**src/rtl/txyr_div_step.sv**
```systemverilog
// A few restoring division steps: shift a dividend bit into the remainder,
// subtract the divisor when it fits, shift the quotient bit into the word.
module txyr_div_step #(
    parameter int WORD_W = 8,
    parameter int DIV_W  = 5,
    parameter int STEPS  = 2
) (
    input  logic [DIV_W-1:0]  i_rem,
    input  logic [WORD_W-1:0] i_word,
    input  logic [DIV_W-1:0]  i_divisor,
    output logic [DIV_W-1:0]  o_rem,
    output logic [WORD_W-1:0] o_word
);
    logic [DIV_W-1:0]  rem_q  [0:STEPS];
    logic [WORD_W-1:0] word_q [0:STEPS];
    logic [DIV_W:0]    trial  [0:STEPS-1];

    always_comb begin
        rem_q[0]  = i_rem;
        word_q[0] = i_word;
        for (int s = 0; s < STEPS; s++) begin
            trial[s] = {rem_q[s], word_q[s][WORD_W-1]};
            if (trial[s] >= {1'b0, i_divisor}) begin
                rem_q[s+1]  = DIV_W'(trial[s] - {1'b0, i_divisor});
                word_q[s+1] = {word_q[s][WORD_W-2:0], 1'b1};
            end else begin
                rem_q[s+1]  = trial[s][DIV_W-1:0];
                word_q[s+1] = {word_q[s][WORD_W-2:0], 1'b0};
            end
        end
    end

    assign o_rem  = rem_q[STEPS];
    assign o_word = word_q[STEPS];
endmodule

```
**config.mk**
```make
export PLATFORM = sky130hd
export DESIGN_NAME = txyr_div_step
export DESIGN_NICKNAME = d
export VERILOG_FILES = /design/src/rtl/txyr_div_step.sv
export SDC_FILE = /design/constraint.sdc
export NUM_CORES = 1
export LEC_CHECK = 0
export BUFFER_PORTS_ARGS = -buffer_cell sky130_fd_sc_hd__buf_2
export CORE_UTILIZATION = 35
export DETAILED_ROUTE_END_ITERATION = 7
export GPL_TIMING_DRIVEN = 0
export PLACE_DENSITY_LB_ADDON = 0.1
export SYNTH_ARGS = -nofsm -noshare
export SYNTH_HDL_FRONTEND = slang
export SYNTH_SLANG_ARGS = --single-unit
```
**constraint.sdc**
```tcl
create_clock -name vclk -period 4.7
set_input_delay 0.47 -clock vclk [all_inputs]
set_output_delay 0.47 -clock vclk [all_outputs]
set_load 0.02 [all_outputs]
```
== After elaboration in Yosys (flattened, before gate mapping) ==
Index checks and enable logic that the tools add are counted.

* Input port bits: 18
* Word-level logic and storage cells: 8
* Bits in registers: 0

* Order comparisons: 2
* Add/sub/neg operators: 2
* Multiplexer cells: 4

{| class="wikitable"
|+ Operators by type and width
! cell !! count
|-
| 6-bit by 5-bit greater-or-equal comparator with 1-bit output || 2
|-
| 5-bit 2-to-1 mux || 2
|-
| 5-bit subtractor || 2
|-
| 1-bit 2-to-1 mux || 2
|}

== Longest topological paths before layout ==
* Word-level depth: 4
* Mapped depth: 16
* Gate-level depth less buffers: 15

== Least setup slack after synthesis ==
Ideal clock, no wire load.

* Kind: input to output
* From: input i_word[7]
* To: output o_rem[0]
* Path slack: 612 ps
* Required time: 4230 ps
* Data arrival time: 3618 ps
* Cell stages on the path: 14
* Path through: inv_1 ha_1 inv_1 fa_1 a21oi_1 nand4b_1 and2_2 buf_2 mux2_2 ha_1 a211oi_1 o21ai_0 nor4_4 mux2i_1

* Word-level cells in the longest chain between the ends: 4

{| class="wikitable"
|+ RTL lines
! element !! RTL line !! source
|-
| start: declaration || 9 || <nowiki>input logic [WORD_W-1:0] i_word,</nowiki>
|-
| 5-bit subtractor or 6-bit by 5-bit greater-or-equal comparator with 1-bit output (tied branches) || 24, 23 ||
|-
| 5-bit 2-to-1 mux * || 23 || <nowiki>if (trial[s] >= {1'b0, i_divisor}) begin</nowiki>
|-
| 6-bit by 5-bit greater-or-equal comparator with 1-bit output * || 23 ||
|-
| 5-bit 2-to-1 mux * || 23 ||
|-
| end: declaration || 11 || <nowiki>output logic [DIV_W-1:0] o_rem,</nowiki>
|}

Every way passes the cells marked *; elsewhere a longest branch is shown, timed or not.

== Worst setup path after layout ==
* From: input i_word[7]
* To: output o_rem[2]

* Word-level cells in the longest chain between the ends: 4

{| class="wikitable"
|+ RTL lines
! element !! RTL line
|-
| 5-bit subtractor or 6-bit by 5-bit greater-or-equal comparator with 1-bit output (tied branches) || 24, 23
|-
| 5-bit 2-to-1 mux * || 23
|-
| 5-bit subtractor or 6-bit by 5-bit greater-or-equal comparator with 1-bit output (tied branches) || 24, 23
|-
| 5-bit 2-to-1 mux * || 23
|}

Marks and branches as above.

==> metrics <==
met3 WL post-DR 47 µm; top-count cell post-synth inv_1; post-route insts no fill 113; global-route wire length before repair 2.035 mm; fraction of layout cells with a size suffix above 1 45.36%; clock buffers 0; starting density of the core 38.07%; FF/Latch Area 0 µm²; initial DRC count 9; Synth area leaders ha_1, buf_4, mux2_2; multiplexer share of the synthesized area 11.09%; Inst Count DP 112; final-layout fill cell count 167; DR vias 570; adder-cell share of the synthesized area 28.14%; XOR/XNOR Fraction of Synth Area 5.970%; Compound-Gate Fraction of Synth Area 22.39%; slowest CP cell fa_1; initial antenna violation count 0; worst slack at placement 0.09292 ns; Syn. warnings 0; Worst Min Path Start i_word[1]; setup TNS 0 ns; vias per inst 5.044; Antenna Violating Nets Remaining 0; Worst Max-Slew Pin Slew 0.4300 ns; vias in the first global route 486; Most common cell on crit path buf_2; Buffers on Ports 25; commonest cells in the netlist inv_1, ha_1, buf_4; hold-critical path endpoint o_word[3]; DRT Wirelength 1.223 mm; period utilization 92.72%; GRT overflow 0; Power Dens Cells 239.2 mW/mm²; sw frac 54.71%; crit-path max FO 5; hold depth 2; routed wl met2 572 µm; Syn Nets 101; Worst Path Arrival 3.89 ns; area grow syn2layout 26.01%; die width 42.95 µm; max frequency 229.5 MHz; Peak VDD IR 129.5 µV; final net count 129; Unique masters post-synth 28; post-synthesis sequential area ratio 0%; internal power 0.00008011 W; Setup Crit Path Kind in -> out; placed inst area 732.0 µm²; detailed placer's ending HPWL 1.100 mm; Clk network pwr share 0%; Routed wire per std cell 10.82 µm; drt first pass iters 4; P_leak 0.3969 nW; die span in y 42.95 µm; Top Layer Used met3; CP Data Required Time 4.23 ns; final setup vio count 0; # DRC 0; Slew headroom 71.03%; logic gate share of total power 100.0%; unrepaired setup endpoints after global routing no; Placer Congestion 0.7317; combinational family with the most area after synthesis adder cells; share of the synthesized area in the top cell type 21.32%; cell taking the most area after synthesis ha_1; Rows 14; startpoint types input pin; area of the core 0.001541 mm²; # Max-Cap Violations 0; Slew Viols, Final 0; final-report hold violation count 0; hold bufs inserted after CTS 0; largest net degree at the start of global routing 6; Final WS setup 0.3422 ns; sw power 0.00009676 W; ant diodes 0; Total GRT Usage 13.63%; Metal-1 WL 603 µm; critical path cell sequence buf_2 > inv_1 > ha_1 > inv_1 > fa_1 > a21oi_1 > nand4b_1 > and2_2 > buf_2 > mux2_2 > ha_1 > a211oi_1 > o21ai_1 > nor4_4 > mux2_2 > buf_2; seq_cells 0; Critical Path Sink Type output port; average size of a mapped cell 8.265 µm²; Worst path max stage delay 0.41 ns; Die ar. 0.001844 mm²; design area 739.5 µm²; Post-Syn Area 586.8 µm²; simple-gate portion of the synthesized area 16.84%; sequential share of power 0%; status finished clean; Post-Synthesis Cells 71; Final min period 4.358 ns; hold crit path type in -> out; # IOs 31
how the worst max path moves through the flow:
stage,startpoint,to,slack (ns),cells after the start
6_report,i_word[7],o_rem[2],0.34,16
5_1_grt,i_word[7],o_rem[1],0.03,16
4_1_cts,i_word[7],o_rem[2],0.09,16
3_5_place_dp,i_word[7],o_rem[2],0.09,16
3_3_place_gp,i_word[7],o_rem[1],0.10,16
2_1_floorplan,i_word[7],o_rem[0],0.61,14
kinds of logic after synthesis:
family	after synthesis
compound gates	17
xor+xnor	4
fa+ha+maj	12
buf+inv	18
mux	6
simple gates	14
per-layer routing:
layer  vias to the layer above  global-route usage [%]
met5                         -                       0
met4                         0                       0
met3                         0                  0.4255
met2                        16                   23.64
met1                       252                   19.90
li1                        302                       -
power groups by stage:
stage	sequential, W	clock (W)	combinational (W)
after floorplan	0	0	0.000134
after global placement	0	0	0.000174
after detailed placement	0	0	0.000175
after CTS	0	0	0.000176
after global routing	0	0	0.000196
final	0	0	0.000177
per-stage QoR:
step	power, W	hold WS (ns)	utilization [%]
after CTS	0.0001758	1.158	47.48
after global routing	0.0001956	1.162	47.97
after detailed placement	0.0001750	1.158	47.48
final	0.0001769	1.156	47.97
after global placement	0.0001741	1.158	47.48
after floorplan	0.0001338	1.053	-
cells in the final DEF, fill, tap and decap left out, drive strengths merged, types with 2 or more instances in the layout:
master / instances
a211oi: 4
a21o: 3
xor2: 2
mux2i: 2
inv: 11
a21oi: 3
nand3: 3
fa: 2
buf: 33
o21ai: 4
xnor2: 2
ha: 10
and3: 3
nor3: 2
mux2: 4
layout make-up:
cell class / count / area [µm²] / area share (%)
inverter: 11 / 41.29 / 5.584
buffer: 7 / 50.05 / 6.768
tap: 16 / 20.02 / 2.707
multi-input combinational: 53 / 495.5 / 67.01
timing repair buffer: 26 / 132.6 / 17.94
timing repair:
| item | 4_1_cts | 5_1_grt |
|---|---|---|
| gates resized for setup | 0 | 1 |
| setup endpoints to repair | 0 | 4 |
| buffers inserted | 0 | 1 |
critical path, delay by kind of cell:
kind | cells | cell delay [ns]
AOI/OAI and AO/OA | 3 | 0.58
adders and majority gates | 3 | 0.91
buffers and inverters | 5 | 0.51
muxes | 2 | 0.73
and+or+nand+nor | 3 | 0.68
No activity file was read; power rests on OpenSTA's default activity.
