File: config.mk
export PLATFORM = sky130hd
export DESIGN_NAME = txyr_pipe_ctl
export DESIGN_NICKNAME = d
export VERILOG_FILES = /design/src/rtl/txyr_pkg.sv /design/src/rtl/txyr_pipe_ctl.sv
export SDC_FILE = /design/constraint.sdc
export NUM_CORES = 1
export LEC_CHECK = 0
export ABC_AREA = 1
export ABC_CLOCK_PERIOD_IN_PS = 1300
export BUFFER_PORTS_ARGS = -buffer_cell sky130_fd_sc_hd__buf_2
export CORE_MARGIN = 8
export CORE_UTILIZATION = 32
export CTS_CLUSTER_SIZE = 16
export DETAILED_ROUTE_END_ITERATION = 7
export MAX_ROUTING_LAYER = met4
export PLACE_DENSITY = 0.65
export RECOVER_POWER = 50
export SLEW_MARGIN = 10
export SYNTH_ARGS = -nofsm -noshare
export SYNTH_HDL_FRONTEND = slang
export SYNTH_SLANG_ARGS = --single-unit
File: constraint.sdc
create_clock -name i_clk -period 1.3 [get_ports i_clk]
set_input_delay 0.325 -clock i_clk [delete_from_list [all_inputs] [get_ports i_clk]]
set_output_delay 0.325 -clock i_clk [all_outputs]
set_load 0.02 [all_outputs]
File: src/rtl/txyr_pkg.sv
package txyr_pkg;

    // Field widths
    localparam int NODE_W     = 8;
    localparam int LOCAL_W    = 2;
    localparam int PORT_W     = 3;
    localparam int MSG_W      = 16;
    localparam int RING_W     = 5;
    localparam int BUFW_W     = 11;
    localparam int MPC_W      = 10;
    localparam int CFG_IDX_W  = 3;
    localparam int CFG_DATA_W = 11;

    // Pipeline shape: divider stages, then route decision, then bubble compare
    localparam int DIV_STAGES   = 8;
    localparam int MSG_STEPS    = MSG_W / DIV_STAGES;
    localparam int COORD_STAGES = DIV_STAGES / 2;
    localparam int COORD_STEPS  = NODE_W / COORD_STAGES;
    localparam int PIPE_STAGES  = DIV_STAGES + 2;
    localparam int CMP_W        = MSG_W + 1;
    localparam int NUM_CRED     = 5;

    // Port codes
    localparam logic [PORT_W-1:0] PORT_MINUS_Y     = 3'd0;
    localparam logic [PORT_W-1:0] PORT_PLUS_X      = 3'd1;
    localparam logic [PORT_W-1:0] PORT_PLUS_Y      = 3'd2;
    localparam logic [PORT_W-1:0] PORT_MINUS_X     = 3'd3;
    localparam logic [PORT_W-1:0] FIRST_LOCAL_PORT = 3'd4;

    // Register indexes
    localparam logic [CFG_IDX_W-1:0] CFG_ROUTER_ID    = 3'd0;
    localparam logic [CFG_IDX_W-1:0] CFG_SIZE_X       = 3'd1;
    localparam logic [CFG_IDX_W-1:0] CFG_SIZE_Y       = 3'd2;
    localparam logic [CFG_IDX_W-1:0] CFG_BUFFER_WIDTH = 3'd3;
    localparam logic [CFG_IDX_W-1:0] CFG_MAX_CREDITS  = 3'd4;

    // Register reset values
    localparam logic [NODE_W-1:0] RST_ROUTER_ID    = 8'd0;
    localparam logic [RING_W-1:0] RST_SIZE_X       = 5'd4;
    localparam logic [RING_W-1:0] RST_SIZE_Y       = 5'd4;
    localparam logic [BUFW_W-1:0] RST_BUFFER_WIDTH = 11'd32;
    localparam logic [MPC_W-1:0]  RST_MAX_CREDITS  = 10'd1;

    typedef struct packed {
        logic [PIPE_STAGES-1:0] en;
        logic [PIPE_STAGES-1:0] vld;
    } t_pipe_ctl;

endpackage

File: src/rtl/txyr_pipe_ctl.sv
// Valid bits and per-stage load enables; a stage loads when it is empty
// or when the stage after it moves.
module txyr_pipe_ctl
    import txyr_pkg::*;
(
    input  logic      i_clk,
    input  logic      i_rst_n,
    input  logic      i_in_valid,
    input  logic      i_out_ready,
    output logic      o_in_ready,
    output logic      o_out_valid,
    output t_pipe_ctl o_ctl
);
    logic [PIPE_STAGES-1:0] r_vld;
    logic [PIPE_STAGES-1:0] n_vld;
    logic [PIPE_STAGES-1:0] upstream_vld;
    logic [PIPE_STAGES:0]   stage_ready;

    assign upstream_vld = {r_vld[PIPE_STAGES-2:0], i_in_valid};

    always_comb begin
        stage_ready[PIPE_STAGES] = i_out_ready;
        for (int k = PIPE_STAGES - 1; k >= 0; k--) begin
            stage_ready[k] = !r_vld[k] || stage_ready[k+1];
        end
        n_vld = r_vld;
        for (int k = 0; k < PIPE_STAGES; k++) begin
            if (stage_ready[k]) begin
                n_vld[k] = upstream_vld[k];
            end
        end
    end

    always_ff @(posedge i_clk) begin
        if (!i_rst_n) begin
            r_vld <= '0;
        end else begin
            r_vld <= n_vld;
        end
    end

    assign o_in_ready  = stage_ready[0];
    assign o_out_valid = r_vld[PIPE_STAGES-1];
    assign o_ctl.en    = stage_ready[PIPE_STAGES-1:0];
    assign o_ctl.vld   = r_vld;
endmodule

After elaboration in Yosys (flattened, before gate mapping)

Index checks and enable logic that the tools add are counted.

Reduce and logical (&&, ||, !) cells: 20

Operators with widths:

| operator           | count |
|---|---|
| $logic_not A1 Y1   | 10 |
| $logic_or A1 B1 Y1 | 10 |

Logic and storage cells: 30
Register bits: 10

Logic depth before layout (Yosys ltp)

Gate-level depths: netlist (run 1).

Depth after elaboration: 11
Mapped depth: 7
Depth with buffers taken out: 7

Least setup slack after synthesis (run 1)

No wires, ideal clock.

Path type: flip-flop to output port
Start point: register r_vld[9]
End point: output o_ctl[10] in the netlist's numbering
Data arrival time: 1.641 ns
Slack: -0.666 ns
Stages on the path, launching flop included: 7
Path buffers: 1
Cell sequence: dfxtp_1 > nand3_2 > nor2_4 > nand4_4 > nor2_4 > nand4_2 > buf_4

RTL lines:

| element                | RTL line            | text |
|---|---|---|
| from (decl)            | txyr_pipe_ctl.sv:14 | `logic [PIPE_STAGES-1:0] r_vld;` |
| from (signal assigned) | txyr_pipe_ctl.sv:38 | `r_vld <= n_vld;` |
| to (decl)              | txyr_pipe_ctl.sv:12 | `output t_pipe_ctl o_ctl` |

==> results.toml, run 1 <==
[final_layout]
final_util = 0.6324
largest_reg_flops = 10
drive_gt1_frac = 0.6517
final_nets = 94
top_regs = "r_vld (10)"
fin_cells = 104
area_growth_pct = 90.09
final_common_cell = "buf_2"
top_register = "r_vld"
layout_common_cells = "buf_2, buf_4, inv_1, buf_6"
n_antenna_cell = 0

[timing]
fmax_ghz = 0.5921
fin_crit_sh = 1.299
fin_skew_ns = 0.005611
tightestPinTransition_ns = 0.2819
hold_viol_final = 0
max_slew_margin = 0.8109
setup_ws_ns = -0.3888
period_needed_ns = 1.689
rsz0062_at_grt = "true"
whs_ns = 0.2766
setup_viol = 11
drv_slew = 0

[critical_path]
worst-path-stages = 6
crit_path_end = "o_ctl[10]"
rrSetupSlack_ns = -0.06
critPathKind = "flop to output pin"
startpoint = "r_vld[8]"
crit_path_start_kind = "flop"
reg2reg_depth = 8
slowest_delay_ns = 0.36
rr_endpoint = "r_vld[0]"
critPathArrivalTime_ns = 1.36
r2r-start = "r_vld[8]"
crit_family = "simple AND/OR/NAND/NOR gates"
cp_data_required_time_ns = 0.98
crit_chain = "nand3_4 > nor2_4 > nand4_4 > nor2_4 > nand4_4 > buf_6"
cp_num_buf_inv = 1
critPathMaxFanout = 5
cpMaxStageDelayCell = "dfxtp_4"
cp-end-kind = "output pin"

[global_route]
grt_first_pass_wirelength_um = 1821
grt.overflow.total = 0
grt_pass1_vias = 438
antenna_found_initial = 0
grt_start_max_net_pins = 10
grt.total_usage = 0.09048

[power]
swShare = 0.2142
p_clk_frac = 0.444
total_power_mw = 0.6214
peakVddDrop_uv = 560.7
comb_power_share = 0.051
power.share.sequential = 0.505
intPower_mw = 0.4883
power_density_nw_per_um2 = 784.5
p_leak_nw = 0.3757
net-switching-power_mw = 0.1331

[status]
status = "finished with violations"
violations = "setup timing"

[clock_network]
clk_path_buf_depth = 2
clk_pin_slew_ns = 0.07
clk_latency_ns = 0.26
cts.sinks = 10
htreeDepth = 1
cts_buffers = 3
cts_root_buffer = "clkbuf_4"
cts_tree = "done"

[drt]
ant_nets = 0
dr.pass1.iters = 4
initialDrtViolationCount = 7
vias = 443
drc = 0
viasPerCell = 4.260
wl_per_cell_um = 10.85
routed_wl_um = 1128

[worst_hold_path]
hold_path_class = "primary input to flop"
hold_depth = 2

[floorplanning]
fp.dieW_um = 52.09
ios = 26
fp-row-count = 13
core_sq_um = 1252
die_h_um = 52.09
die_area_sq_um = 2713
initial_core_util = 0.3327

[synth]
syn_nets = 50
yosys_register_bits = 10
synthDistinctLibCells = 15
synth.avg_cell_area_sq_um = 9.058
ys_seq_area_frac = 0.4805
syn-instance-count = 46
ys_warn_count = 0
syn_area_sq_um = 416.7

[placed_design]
dp_hpwl_um = 913.6
portBuffers = 25
dp_cells = 96
dpl_worst_slack_ns = -0.2982
gp_congestion = 0.7113

[run]
cap_violations = 0
through the flow:
| step | instance area, sq um | TNS [ns] |
|---|---|---|
| global placement | 663.1 | -1.823 |
| detailed placement | 663.1 | -2.037 |
| global route | 792.0 | -3.845 |
| floorplan | 447.9 | -1.546 |
| finish | 792.0 | -2.994 |
| CTS | 765.7 | -2.964 |
area by class of cell:
cell class / count / area, sq um
Clock buffer: 4 / 36.28
Fill cell: 117 / 460.4
Inverter: 13 / 48.80
Multi-Input combinational cell: 21 / 172.7
Sequential cell: 10 / 210.2
Tap cell: 15 / 18.77
Timing Repair Buffer: 41 / 305.3
cell usage after synthesis:
cell,n,share of area
a21oi_1,7,0.084
a21oi_2,1,0.021
buf_4,2,0.036
clkinv_1,1,0.0090
dfxtp_1,10,0.48
inv_1,11,0.099
inv_2,1,0.0090
nand2_1,3,0.027
nand3_2,2,0.048
nand4_2,1,0.030
nand4_4,1,0.051
nor2_1,2,0.018
nor2_2,1,0.015
nor2_4,2,0.054
o21a_1,1,0.018
logic make-up (layout without fill, tap and decap cells):
group / after synthesis / after routing / synth area share
simple gates: 12 / 12 / 0.2432
compound gates: 9 / 9 / 0.1231
buf+inv: 15 / 58 / 0.1531
flops: 10 / 10 / 0.4805
what timing repair did:
item | CTS | global route
gates cloned | 0 | 0
hold buffers | 0 | 0
endpoints found under the setup margin | 11 | 14
setup buffers | 2 | 2
pin swaps | 1 | 0
gates resized for setup | 16 | 6
power groups by stage:
stage,Combinational [mW],Clock [mW],Sequential [mW]
final,0.0316,0.276,0.314
after global routing,0.0352,0.291,0.315
after CTS,0.0311,0.284,0.314
after detailed placement,0.0310,0,0.321
after global placement,0.0305,0,0.320
after floorplan,0.0108,0,0.326
how the worst min path moves through the flow:
stage               startpoint  endpoint  slack [ns]
detailed placement    r_vld[0]  r_vld[1]        0.50
floorplan              i_rst_n  r_vld[3]        0.44
finish                 i_rst_n  r_vld[3]        0.28
global placement      r_vld[0]  r_vld[1]        0.48
global route           i_rst_n  r_vld[3]        0.28
CTS                    i_rst_n  r_vld[3]        0.27
routing by layer:
layer  global-route usage  share of wire
met1              0.09446           0.43
met2               0.1360           0.47
met3              0.04274           0.10
met4              0.05310              0
met5                    -              0
No activity file was read; power rests on OpenSTA's default activity.
==> inputs of run 2 (changes only) <==
Settings changed: ABC_CLOCK_PERIOD_IN_PS 1300 to 1800, PLACE_DENSITY 0.65 to not set, SLEW_MARGIN 10 to not set.
Clock period 1.3 ns to 1.8 ns, I/O delays scaled along.
==> run 2 against run 1 <==
Net effect: the flow still finishes with violations (setup timing); critical path depth unchanged; sequential power down 27%; clock power is 47% lower; core utilization down 7.4 points; via count is 5.4% lower; cell count shrank 6.7%; wire length is 3.5% lower; die area stayed put; clock-buffer cell count down 1.
==> results.toml, run 2 (synthesized netlist as in run 1, its figures left out) <==
[final_layout]
final_nets = 88
fin_area_sq_um = 699.4
area_growth_pct = 67.87
final_common_cell = "buf_2"
top_regs = "r_vld (10)"
top_register = "r_vld"
n_antenna_cell = 0
fin_cells = 97
drive_gt1_frac = 0.5976
largest_reg_flops = 10
layout_common_cells = "buf_2, inv_1, buf_4"
nFillCells = 120

[global_route]
grt.overflow.total = 0
grt_start_max_net_pins = 10
grt.total_usage = 0.09279
grt_pass1_vias = 417
grt_first_pass_wirelength_um = 1835
antenna_found_initial = 0

[clock_network]
htreeDepth = 1
clk_latency_ns = 0.26
clk_pin_slew_ns = 0.06
cts.hold.buffers_added = 0
cts_root_buffer = "clkbuf_4"
cts_buffers = 3
clk_path_buf_depth = 2
cts.sinks = 10
cts_tree = "done"

[placed_design]
portBuffers = 25
dp_cells = 88
gp_congestion = 0.7235
dp_hpwl_um = 833.2
dpl_cell_area_sq_um = 606.8
dpl_worst_slack_ns = -0.1047

[floorplanning]
core_sq_um = 1252
die_h_um = 52.09
ios = 26
initial_core_util = 0.3327
fp-row-count = 13
fp.dieW_um = 52.09
die_area_sq_um = 2713

[worst_hold_path]
hold_path_class = "primary input to flop"

[timing]
setup_ws_ns = -0.04090
drv_slew = 0
max_slew_margin = 0.8248
period_needed_ns = 1.841
setup_viol = 4
fmax_ghz = 0.5432
rsz0062_at_grt = "true"
tightestPinTransition_ns = 0.2612
hold_viol_final = 0
fin_crit_sh = 1.023
fin_skew_ns = 0.007365

[drt]
routed_wl_um = 1088
ant_nets = 0
viasPerCell = 4.320
dr.pass1.iters = 2
vias = 419
wl_per_cell_um = 11.22
initialDrtViolationCount = 2
drc = 0

[status]
status = "finished with violations"
violations = "setup timing"

[critical_path]
crit_path_start_kind = "flop"
critPathArrivalTime_ns = 1.39
cp_data_required_time_ns = 1.35
rrSetupSlack_ns = 0.42
critPathKind = "flop to output pin"
critPathMaxFanout = 5
cp-end-kind = "output pin"

[power]
peakVddDrop_uv = 446.2
p_leak_nw = 0.3204
power_density_nw_per_um2 = 575.3

[run]
cap_violations = 0
[run 2: cell count changes in the layout (fill, tap and decap cells not counted), sizes merged]
cell,change
buf,-5
clkbuf,-2
[run 2: per-stage QoR]
stage | setup TNS, ns | hold slack [ns] | utilization | power, mW
6_report | -0.09567 | 0.4186 | 0.5584 | 0.4024
5_1_grt | -0.4893 | 0.4212 | 0.5584 | 0.4230
4_1_cts | -0.06377 | 0.4078 | 0.5524 | 0.4110
3_5_place_dp | -0.3740 | 0.4759 | 0.4845 | 0.2591
3_3_place_gp | -0.3725 | 0.4694 | 0.4845 | 0.2589
2_1_floorplan | -0.1023 | 0.5066 | - | 0.2480
[run 2: final cells by class]
cell class	instances	area (sq um)	share of cell area
inverter	13	61.31	0.08766
multi-input combinational	21	168.9	0.2415
tap	15	18.77	0.02683
clock buffer	3	22.52	0.03220
sequential	10	203.9	0.2916
timing repair buffer	35	224.0	0.3202
[run 2: worst paths after layout]
check | from | endpoint | depth (start not counted)
setup / recovery | r_vld[9] | o_in_ready | 6
hold / removal | i_rst_n | r_vld[3] | 2
setup reg to reg | r_vld[9] | r_vld[1] | 8
hold reg to reg | r_vld[0] | r_vld[1] | 2
[run 2: repair_timing]
item                       CTS  global route
cloned                       0             0
setup endpoints to repair    5             6
setup buffers                5             1
pin swaps                    3             1
gates resized for setup      8             1
[run 2: critical path, stage by stage (launching register included)]
cell and delay, ns:
dfxtp_2 0.35, nand3_4 0.08, nor2_4 0.11, nand4_4 0.10, nor2_4 0.20, nand4_4 0.12
buf_6 0.16
[run 2: metal layers]
metal,GRT usage,vias to the layer above,wire length (um)
met2,0.1480,16,518
li1,-,217,-
met3,0.05698,2,104
met1,0.09268,184,455
met4,0.02655,0,9
met5,-,-,0
[run 2: where the power goes]
group          total, mW  switching, mW  internal (mW)
Clock              0.147         0.0704         0.0769
Sequential         0.230        0.00484          0.225
Combinational     0.0254         0.0158        0.00951
Total              0.402         0.0911          0.311
==> inputs of run 3 (changes only) <==
Settings changed: CTS_CLUSTER_SIZE 16 to 25, REMOVE_ABC_BUFFERS set to 1.
==> run 3 against run 2 <==
Net effect: the flow still finishes with violations (setup timing); sequential power hardly changed; setup slack better by 0.021 ns; non-clock buffer count is 3 lower; sequential share of layout area is 0.53 points higher; clock-buffer cell count is 1 higher; fmax is 1.1% higher; clock power is 37% higher; clock skew is 0.0026 ns lower; sequential cell count stayed put; die area stayed put.
==> results.toml, run 3 (synthesized netlist as in run 1, its figures left out) <==
[worst_hold_path]
hold_path_class = "primary input to flop"
hold_start = "i_rst_n"

[clock_network]
htreeDepth = 1
cts_tree = "done"
cts.sinks = 10
clk_pin_slew_ns = 0.07
cts_buffers = 3
clk_path_buf_depth = 2
cts_root_buffer = "clkbuf_4"
clk_latency_ns = 0.27

[placed_design]
portBuffers = 25
dp_cells = 87
gp_congestion = 0.6965
dp_hpwl_um = 797.6

[status]
status = "finished with violations"
violations = "setup timing"

[critical_path]
r2r-start = "r_vld[8]"
cpMaxStageDelayCell = "nor2_4"
critPathKind = "primary input to output pin"
cp_num_buf_inv = 3
startpoint = "i_out_ready"
crit_path_start_kind = "primary input"
critPathMaxFanout = 5
slowest_delay_ns = 0.18
worst-path-stages = 8
reg2reg_depth = 8
cp-end-kind = "output pin"
rr_endpoint = "r_vld[0]"
crit_path_end = "o_in_ready"
crit_chain = "buf_2 > inv_2 > nand3_4 > nor2_4 > nand4_4 > nor2_4 > nand4_4 > buf_6"
rrSetupSlack_ns = 0.43
cp_data_required_time_ns = 1.35
crit_family = "simple AND/OR/NAND/NOR gates"
critPathArrivalTime_ns = 1.37

[power]
total_power_mw = 0.4524
power_density_nw_per_um2 = 658.6
peakVddDrop_uv = 570.2
p_leak_nw = 0.3171

[timing]
period_needed_ns = 1.820
max_slew_margin = 0.8150
hold_viol_final = 0
fin_skew_ns = 0.004758
fmax_ghz = 0.5495
whs_ns = 0.4071
setup_ws_ns = -0.01998
rsz0062_at_grt = "true"
tightestPinTransition_ns = 0.2772
fin_crit_sh = 1.011
drv_slew = 0
setup_viol = 2

[drt]
drc = 0
viasPerCell = 4.326
wl_per_cell_um = 11.11
ant_nets = 0
vias = 411
initialDrtViolationCount = 4
routed_wl_um = 1055
dr.pass1.iters = 4

[final_layout]
final_common_cell = "buf_2"
fin_cells = 95
final_nets = 85
layout_common_cells = "buf_2, inv_1, a21oi_1, buf_4, dfxtp_1"
n_antenna_cell = 0
top_register = "r_vld"
top_regs = "r_vld (10)"
area_growth_pct = 64.86
drive_gt1_frac = 0.6000
largest_reg_flops = 10

[global_route]
grt.overflow.total = 0
grt_start_max_net_pins = 10
grt.total_usage = 0.08850
grt_pass1_vias = 403
grt_first_pass_wirelength_um = 1718
antenna_found_initial = 0

[floorplanning]
die_area_sq_um = 2713
ios = 26
initial_core_util = 0.3327
fp-row-count = 13
die_h_um = 52.09
fp.dieW_um = 52.09
core_sq_um = 1252

[run]
cap_violations = 0
-- run 3: changes by cell type in the layout (fill, tap and decap cells not counted), sizes merged --
cell	previous run	this run
buf	34	31
clkbuf	4	5
-- run 3: what timing repair did --
action | 4_1_cts | 5_1_grt
hold buffers | 0 | 0
setup endpoints to repair | 5 | 6
pin swaps | 3 | 3
buffers inserted | 3 | 1
cloned | 0 | 0
resized for setup | 12 | 4
-- run 3: worst register-to-register path, delay by kind of cell (launching register included) --
family                 cells  cell delay (ns)
AO/OA/AOI/OAI              1             0.09
buffers and inverters      2             0.28
flip-flops                 1             0.35
AND/OR/NAND/NOR            5             0.59
-- run 3: power by group --
part	internal (mW)	switching (mW)
Sequential	0.225	0.00501
Combinational	0.00696	0.0135
Clock	0.123	0.0793
-- run 3: layout make-up --
| cell class | count | area (sq um) |
|---|---|---|
| Clock buffer | 4 | 36.28 |
| Fill cell | 117 | 565.5 |
| Inverter | 13 | 48.80 |
| Multi-Input combinational cell | 21 | 171.4 |
| Sequential cell | 10 | 203.9 |
| Tap cell | 15 | 18.77 |
| Timing Repair Buffer | 32 | 207.7 |
-- run 3: layer usage --
| metal | wire [um] | global-route usage | up-vias | part of all wire |
|---|---|---|---|---|
| met4 | 38 | 0.06637 | 0 | 0.036 |
| met1 | 441 | 0.09385 | 180 | 0.42 |
| met2 | 514 | 0.1340 | 16 | 0.49 |
| met5 | 0 | - | - | 0 |
| li1 | - | - | 211 | - |
| met3 | 61 | 0.02849 | 4 | 0.058 |
-- run 3: per-stage QoR --
step	util	area, sq um	setup TNS, ns	setup slack (ns)
after floorplan	-	401.6	-1.357	-0.3006
after global placement	0.4535	568.0	0	0.005098
after detailed placement	0.4535	568.0	-0.01981	-0.01017
after CTS	0.5355	670.6	-0.2553	-0.07054
after global routing	0.5485	686.9	-0.4826	-0.1181
final	0.5485	686.9	-0.03854	-0.01998
-- run 3: worst min-delay path by stage --
| stage | to | slack (ns) | cells after the start |
|---|---|---|---|
| floorplan | r_vld[1] | 0.55 | 2 |
| global placement | r_vld[1] | 0.47 | 2 |
| detailed placement | r_vld[9] | 0.47 | 2 |
| CTS | r_vld[3] | 0.41 | 2 |
| global route | r_vld[3] | 0.41 | 2 |
| finish | r_vld[3] | 0.41 | 2 |
